[config.mk]
export PLATFORM = sky130hd
export DESIGN_NAME = integrator_key_debouncer
export DESIGN_NICKNAME = d
export VERILOG_FILES = /design/src/ikd_pkg.sv /design/src/ikd_cfg_regs.sv /design/src/ikd_integ.sv /design/src/integrator_key_debouncer.sv
export SDC_FILE = /design/constraint.sdc
export NUM_CORES = 1
export LEC_CHECK = 0
export ABC_CLOCK_PERIOD_IN_PS = 4240
export BUFFER_PORTS_ARGS = -buffer_cell sky130_fd_sc_hd__buf_2
export CAP_MARGIN = 20
export CELL_PAD_IN_SITES_DETAIL_PLACEMENT = 0
export CELL_PAD_IN_SITES_GLOBAL_PLACEMENT = 2
export CORE_ASPECT_RATIO = 1.2
export CORE_UTILIZATION = 34
export CTS_BUF_LIST = sky130_fd_sc_hd__clkbuf_2 sky130_fd_sc_hd__clkbuf_4 sky130_fd_sc_hd__clkbuf_8
export DETAILED_ROUTE_END_ITERATION = 16
export GPL_ROUTABILITY_DRIVEN = 0
export GPL_TIMING_DRIVEN = 0
export PLACE_DENSITY_LB_ADDON = 0.3
export SLEW_MARGIN = 20
export SYNTH_ARGS = -nofsm -noshare
export SYNTH_HDL_FRONTEND = slang
export SYNTH_SLANG_ARGS = --single-unit
[constraint.sdc]
create_clock -name aclk -period 4.24 [get_ports aclk]
set_input_delay 0.424 -clock aclk [delete_from_list [all_inputs] [get_ports aclk]]
set_output_delay 0.424 -clock aclk [all_outputs]
set_load 0.005 [all_outputs]
[src/ikd_pkg.sv]
// Shared types and constants for the integrator key debouncer.
package ikd_pkg;

    localparam int DELAY_W      = 14;
    localparam int TICK_W       = 10;
    localparam int CFG_IDX_W    = 2;
    localparam int CFG_DATA_W   = 14;
    localparam int S_TDATA_W    = 16;
    localparam int M_TDATA_W    = 8;
    localparam int COUNT_MAX_DEFAULT = 16383;

    localparam logic [DELAY_W-1:0] PRESS_DELAY_RST   = DELAY_W'(5);
    localparam logic [DELAY_W-1:0] RELEASE_DELAY_RST = DELAY_W'(5);

    typedef enum logic [CFG_IDX_W-1:0] {
        REG_PRESS_DELAY   = 2'd0,
        REG_RELEASE_DELAY = 2'd1,
        REG_EAGER_MODE    = 2'd2
    } cfg_reg_t;

    typedef struct packed {
        logic [DELAY_W-1:0] press_delay_ms;
        logic [DELAY_W-1:0] release_delay_ms;
        logic               eager_mode;
    } ikd_cfg_t;

    typedef struct packed {
        logic still_active;
        logic state_changed;
        logic debounced_pressed;
    } ikd_result_t;

endpackage

[src/ikd_cfg_regs.sv]
// Configuration register file for the debouncer delays and mode.
module ikd_cfg_regs (
    input  logic                          aclk,
    input  logic                          aresetn,
    input  logic                          cfg_valid,
    input  logic [ikd_pkg::CFG_IDX_W-1:0] cfg_index,
    input  logic [ikd_pkg::CFG_DATA_W-1:0] cfg_data,
    output ikd_pkg::ikd_cfg_t             cfg
);
    import ikd_pkg::*;

    ikd_cfg_t cfg_reg;
    ikd_cfg_t cfg_next;

    always_comb begin
        cfg_next = cfg_reg;
        if (cfg_valid) begin
            case (cfg_index)
                REG_PRESS_DELAY:   cfg_next.press_delay_ms   = cfg_data[DELAY_W-1:0];
                REG_RELEASE_DELAY: cfg_next.release_delay_ms = cfg_data[DELAY_W-1:0];
                REG_EAGER_MODE:    cfg_next.eager_mode       = cfg_data[0];
                default:           cfg_next = cfg_reg;   // unmapped index, dropped
            endcase
        end
    end

    always_ff @(posedge aclk) begin
        if (!aresetn) begin
            cfg_reg.press_delay_ms   <= PRESS_DELAY_RST;
            cfg_reg.release_delay_ms <= RELEASE_DELAY_RST;
            cfg_reg.eager_mode       <= 1'b0;
        end else begin
            cfg_reg <= cfg_next;
        end
    end

    assign cfg = cfg_reg;

endmodule

[src/ikd_integ.sv]
// Integrator state (key level and counter) with its per-sample update.
module ikd_integ #(
    parameter int COUNT_MAX = ikd_pkg::COUNT_MAX_DEFAULT
) (
    input  logic                       aclk,
    input  logic                       aresetn,
    input  logic                       en,
    input  logic                       raw_active,
    input  logic [ikd_pkg::TICK_W-1:0] elapsed_ticks,
    input  ikd_pkg::ikd_cfg_t          cfg,
    output ikd_pkg::ikd_result_t       res
);
    import ikd_pkg::*;

    localparam int CW = $clog2(COUNT_MAX + 1);
    // working width: holds count + ticks and the sum of both delays
    localparam int WW = ((CW > DELAY_W + 1) ? CW : DELAY_W + 1) + 1;
    localparam logic [WW-1:0] MAX_W = WW'(COUNT_MAX);

    logic          key_pressed_reg, key_pressed_next;
    logic [CW-1:0] count_reg, count_next;

    logic          mismatch;
    logic [WW-1:0] count_w, dt_w, dec_w, sum_w, inc_w;
    logic [WW-1:0] limit_w, load_w, load_clamp_w;
    logic          flip;

    always_comb begin
        mismatch = raw_active != key_pressed_reg;
        count_w  = WW'(count_reg);
        dt_w     = WW'(elapsed_ticks);
        dec_w    = (count_w < dt_w) ? '0 : count_w - dt_w;
        sum_w    = count_w + dt_w;
        inc_w    = (sum_w > MAX_W) ? MAX_W : sum_w;

        if (cfg.eager_mode)
            limit_w = WW'(cfg.press_delay_ms) + WW'(cfg.release_delay_ms);
        else if (key_pressed_reg)
            limit_w = WW'(cfg.release_delay_ms);
        else
            limit_w = WW'(cfg.press_delay_ms);

        // eager flip loads the delay of the opposite transition
        load_w       = key_pressed_reg ? WW'(cfg.press_delay_ms) : WW'(cfg.release_delay_ms);
        load_clamp_w = (load_w > MAX_W) ? MAX_W : load_w;

        flip       = 1'b0;
        count_next = count_reg;
        if (!mismatch) begin
            count_next = dec_w[CW-1:0];
        end else if (cfg.eager_mode && count_reg == '0) begin
            count_next = load_clamp_w[CW-1:0];
            flip       = 1'b1;
        end else if (count_w < limit_w) begin
            count_next = inc_w[CW-1:0];
        end else begin
            count_next = '0;
            flip       = 1'b1;
        end
        key_pressed_next = key_pressed_reg ^ flip;

        res.debounced_pressed = key_pressed_next;
        res.state_changed     = flip;
        res.still_active      = key_pressed_next || (count_next != '0);
    end

    always_ff @(posedge aclk) begin
        if (!aresetn) begin
            key_pressed_reg <= 1'b0;
            count_reg       <= '0;
        end else if (en) begin
            key_pressed_reg <= key_pressed_next;
            count_reg       <= count_next;
        end
    end

    a_count_bounded: assert property (@(posedge aclk) disable iff (!aresetn)
        WW'(count_reg) <= MAX_W)
        else $error("integrator count above maximum");

    a_flip_toggles: assert property (@(posedge aclk) disable iff (!aresetn)
        en && res.state_changed |=> key_pressed_reg != $past(key_pressed_reg))
        else $error("state change flagged but key level did not toggle");

    a_hold_when_idle: assert property (@(posedge aclk) disable iff (!aresetn)
        !en |=> $stable(key_pressed_reg) && $stable(count_reg))
        else $error("integrator state moved without a sample");

    a_match_decays: assert property (@(posedge aclk) disable iff (!aresetn)
        en && !mismatch |=> count_reg <= $past(count_reg) && $stable(key_pressed_reg))
        else $error("matching sample raised count or flipped state");

endmodule

[src/integrator_key_debouncer.sv]
// Top level of the integrator key debouncer: input register, integrator, result register.
//
//  channel | ports                   | direction | payload
//  --------+-------------------------+-----------+---------------------------------------
//  sample  | s_tvalid/s_tready/s_tdata | in      | [0] raw_active, [10:1] elapsed_ticks
//  result  | m_tvalid/m_tready/m_tdata | out     | [0] debounced_pressed, [1] state_changed,
//          |                         |           | [2] still_active
//  config  | cfg_valid/cfg_ready     | in        | cfg_index, cfg_data (always ready)
//
//  One sample per cycle sustained while m_tready is high; each passes the input register,
//  then the result register. The integrator update (one add or subtract, a clamp and a
//  compare) sits between those two registers; its state is written as the result is captured.
//  Reset (aresetn low, synchronous) empties both registers, releases the key, clears the
//  counter and loads press/release delays of 5 ms and defer mode.
//  When m_tready is low a full result register holds, the input register fills once,
//  and s_tready then drops until the result is taken.
module integrator_key_debouncer #(
    parameter int COUNT_MAX = ikd_pkg::COUNT_MAX_DEFAULT
) (
    input  logic                            aclk,
    input  logic                            aresetn,
    // sample channel
    input  logic                            s_tvalid,
    output logic                            s_tready,
    input  logic [ikd_pkg::S_TDATA_W-1:0]   s_tdata,   // [0] raw_active, [10:1] elapsed_ticks
    // result channel
    output logic                            m_tvalid,
    input  logic                            m_tready,
    output logic [ikd_pkg::M_TDATA_W-1:0]   m_tdata,   // [0] debounced_pressed,
                                                       // [1] state_changed, [2] still_active
    // configuration write channel
    input  logic                            cfg_valid,
    output logic                            cfg_ready,
    input  logic [ikd_pkg::CFG_IDX_W-1:0]   cfg_index,
    input  logic [ikd_pkg::CFG_DATA_W-1:0]  cfg_data
);
    import ikd_pkg::*;

    ikd_cfg_t    cfg;
    ikd_result_t res;

    // input register
    logic              in_valid_reg, in_valid_next;
    logic              raw_reg;
    logic [TICK_W-1:0] ticks_reg;

    // result register
    logic              out_valid_reg, out_valid_next;
    ikd_result_t       out_reg;

    logic advance;   // result register free to take a new value
    logic fire;      // item in the input register is processed this cycle
    logic s_xfer;

    assign cfg_ready = 1'b1;

    assign advance  = !out_valid_reg || m_tready;
    assign fire     = in_valid_reg && advance;
    assign s_tready = !in_valid_reg || advance;
    assign s_xfer   = s_tvalid && s_tready;

    always_comb begin
        in_valid_next  = s_xfer ? 1'b1 : (fire ? 1'b0 : in_valid_reg);
        out_valid_next = fire ? 1'b1 : (m_tready ? 1'b0 : out_valid_reg);
    end

    always_ff @(posedge aclk) begin
        if (!aresetn) begin
            in_valid_reg  <= 1'b0;
            out_valid_reg <= 1'b0;
        end else begin
            in_valid_reg  <= in_valid_next;
            out_valid_reg <= out_valid_next;
        end
    end

    // payload registers, no reset needed
    always_ff @(posedge aclk) begin
        if (s_xfer) begin
            raw_reg   <= s_tdata[0];
            ticks_reg <= s_tdata[TICK_W:1];
        end
        if (fire) begin
            out_reg <= res;
        end
    end

    ikd_cfg_regs u_cfg_regs (
        .aclk      (aclk),
        .aresetn   (aresetn),
        .cfg_valid (cfg_valid),
        .cfg_index (cfg_index),
        .cfg_data  (cfg_data),
        .cfg       (cfg)
    );

    ikd_integ #(
        .COUNT_MAX (COUNT_MAX)
    ) u_integ (
        .aclk          (aclk),
        .aresetn       (aresetn),
        .en            (fire),
        .raw_active    (raw_reg),
        .elapsed_ticks (ticks_reg),
        .cfg           (cfg),
        .res           (res)
    );

    assign m_tvalid = out_valid_reg;
    assign m_tdata  = {{(M_TDATA_W - 3){1'b0}},
                       out_reg.still_active,
                       out_reg.state_changed,
                       out_reg.debounced_pressed};

endmodule

==> impl_metrics.tcl <==
set metrics [dict create \
    type_of_the_most_critical_hold_path "in -> reg" \
    number_of_core_rows 48 \
    worstSetupEndpointType "flop" \
    clk_pin_slew_worst_paths_ps 80 \
    initial_core_util_pct 34.9 \
    slew-limit-headroom_pct 39.0 \
    total_power_mw 1.84 \
    drc_errors 0 \
    floorplan.io_pins 48 \
    hold_buffers 0 \
    layout.cells.most_common_list "nand2_1, a21oi_1, ha_1" \
    drt_iter0_drcs 218 \
    drive_gt1_share_pct 22.1 \
    synth_xor_area_share_pct 4.51 \
    setup_viol 4 \
    async_flop_share_pct 0 \
    powerDensity_nw_per_um2 296 \
    critical_path_cell_list "buf_12, fa_2, a21oi_4, nor2_2, o21bai_1, nand2_1, a2bb2oi_2, a21o_1, a21oi_2, xnor2_2, a21oi_1, ha_1, inv_1, a221oi_2, o21ai_1, a32o_2, or4_4, o211ai_1, nand4b_1, nor4_2, nand4_1" \
    critical-path-slowest-cell "or4_4" \
    worst_path_largest_cell_delay_ps 470 \
    synthesized_area_fraction_occupied_by_ao_oa_aoi_and_oai_cells_pct 24.0 \
    max_cap_viols 0 \
    synth-adder-area-share_pct 12.8 \
    area_growth_syn_to_layout_pct 23.1 \
    fillCellCount 1510 \
    busiest_layer "met2" \
    tritoncts_clock_tree "done" \
    cp_num_buf_inv 2 \
    worst-endpoint-required_ps 4330 \
    wire_length_of_the_first_global_routing_pass_mm 25.0 \
    mapped_avg_cell_area_sq_um 8.12 \
    clock_latency_reported_for_the_late_side_of_the_worst_skew_pair_ps 360 \
    dr_total_vias 4709 \
    max_reg_flops 29 \
    globalRouteMet1Util_pct 24.4 \
    grt_start_max_net_pins 20 \
    synth-seq-area-share_pct 26.5 \
    synthSimpleGateAreaFrac_pct 20.0 \
    multiInputGateArea_sq_um 3660 \
    clock_tree.htree_level_count 3 \
    synth_warnings 0 \
    critical_path.top_delay_family "compound AO/OA/AOI/OAI gates" \
    ant_nets 0 \
    design.core.area_sq_um 14500 \
    leading_register_cell_type_out_of_synthesis "dfxtp_1" \
    timing.clock.skew_ps 14.6 \
    via_per_inst 5.17 \
    synth_enable_flop_cells 14 \
    dieArea_sq_um 15400 \
    grt.met2_usage_pct 39.4 \
    layout_commonest_cell "nand2_1" \
    layout_min_cycle_time_ps 4570 \
    postSynthRegisterBits 60 \
    report.final.slew_viol_count 0 \
    critPathArrivalTime_ps 4660 \
    violated_checks "negative setup slack" \
    chip_height_microns 136 \
    dp.final_hpwl_mm 12.0 \
    static_leakage_nw 2.68 \
    clk_root_buffer_cell "clkbuf_8" \
    route.final.wire_length_mm 15.5 \
    clock_sinks 60 \
    highest_attainable_clock_frequency_ghz 0.219 \
    postLayoutSetupSlackWorst_ps -332 \
    post_place_setup_slack_ps -876 \
    postLayoutCoreUtil_pct 43.0 \
    nNetsFinal 794 \
    diodes 0 \
    start_kind "flop" \
    die_width_microns 113 \
    synthesis.instances 622 \
    run_status "finished, violations left" \
    first_pass_iters 4 \
    grt_setup_unrepaired "true" \
    global_route.usage.met3_pct 3.67 \
    tritoncts.num_buffers 9 \
    vdd.ir_drop.worst_mv 0.228 \
    grt_usage_pct 21.3 \
    post-route-period-util_pct 108 \
    final_hold_viol_count 0 \
    category_of_the_critical_setup_timing_path "reg -> reg" \
    via_count_of_the_first_global_routing_pass 4769 \
    yosys-mux-area-fraction_pct 6.07 \
    synth.distinct_cells 77 \
    drt-wirelength-per-cell_microns 17.0 \
    grt_antenna_before_repair 0 \
    combinational_family_with_the_most_area_after_synthesis "compound AO/OA/AOI/OAI gates" \
    grt_remaining_overflow 0 \
    synth.cell_area_sq_um 5050 \
    crit_path_max_fanout 3 \
    timing_worst_slew_pin_value_ps 909 \
    port_buffers 35 \
    clk_path_buf_depth 2 \
    final-seq-area_sq_um 1360 \
]
==> cells in the mapped netlist, drive strengths merged (4+ instances only) <==
| library cell | n | area [sq um] |
|---|---|---|
| ha | 47 | 588 |
| nand2 | 83 | 312 |
| xor2 | 9 | 78.8 |
| a211oi | 4 | 35.0 |
| nor2 | 44 | 168 |
| a21o | 5 | 37.5 |
| dfxtp | 46 | 921 |
| o21ai | 32 | 171 |
| clkbuf | 23 | 86.3 |
| a21oi | 52 | 264 |
| nor4 | 7 | 50.1 |
| nand3 | 11 | 55.1 |
| or3 | 5 | 36.3 |
| a31o | 5 | 43.8 |
| a21boi | 25 | 188 |
| inv | 31 | 116 |
| mux2i | 25 | 250 |
| mux2 | 5 | 56.3 |
| o211ai | 7 | 57.6 |
| and2 | 7 | 43.8 |
| edfxtp | 14 | 420 |
| nor3 | 13 | 75.1 |
| a211o | 4 | 35.0 |
| xnor2 | 17 | 149 |
| o21bai | 5 | 37.5 |
| a31oi | 5 | 31.3 |
| buf | 14 | 95.1 |
| o211a | 5 | 50.1 |
| nor2b | 9 | 56.3 |
| o21a | 7 | 52.6 |
==> layout make-up <==
cell class	instances	share of cell area, %
clock buffer	12	2.45
multi-input combinational	498	58.8
clock inverter	3	0.644
timing repair buffer	71	7.42
tap	200	4.02
sequential	60	21.8
inverter	31	1.87
buffer	36	2.94
==> logic make-up (layout without fill, tap and decap cells) <==
family / count (synthesis) / after routing
AO/OA/AOI/OAI: 180 / 180
XOR/XNOR: 26 / 26
adder cells (fa/ha/maj): 50 / 50
buffers and inverters: 68 / 153
flip-flops: 60 / 60
multiplexers: 30 / 30
other: 2 / 6
AND/OR/NAND/NOR: 206 / 206
==> per-layer routing <==
metal | part of all wire, % | wire [microns]
met4 | 2.1 | 328
met1 | 43 | 6740
met3 | 2.6 | 407
met2 | 52 | 8020
met5 | 0 | 0
==> where the power goes <==
part / internal [mW] / total, mW / switching (mW) / leakage, nW
combinational: 0.297 / 0.651 / 0.355 / 2.06
clock: 0.296 / 0.536 / 0.241 / 0.103
sequential: 0.617 / 0.656 / 0.0395 / 0.512
==> repair_timing <==
item	4_1_cts	5_1_grt
setup endpoints to repair	17	16
pin swaps	30	21
gates resized for setup	32	19
buffers inserted	30	6
==> path summary, 6_finish.rpt <==
path / start / end / slack (ps) / depth (start not counted)
hold reg to reg: u_cfg_regs.cfg[6] / u_cfg_regs.cfg[6] / 510 / 2
setup / recovery: u_cfg_regs.cfg[2] / m_tdata[2] / -330 / 21
hold / removal: s_tdata[6] / ticks_reg[5] / 230 / 1
setup reg to reg: u_cfg_regs.cfg[2] / m_tdata[2] / -330 / 21
==> through the flow <==
stage          cell area (sq um)  hold WS (ps)  std cells  setup TNS, ps
6_report                    6220           234        911           -568
5_1_grt                     6220           213        911          -1200
4_1_cts                     6070           216        905           -294
3_5_place_dp                5490           509        861          -3850
3_3_place_gp                5490           497        861          -2600
2_1_floorplan               5070           469        626              0
No activity file was read; power rests on OpenSTA's default activity.
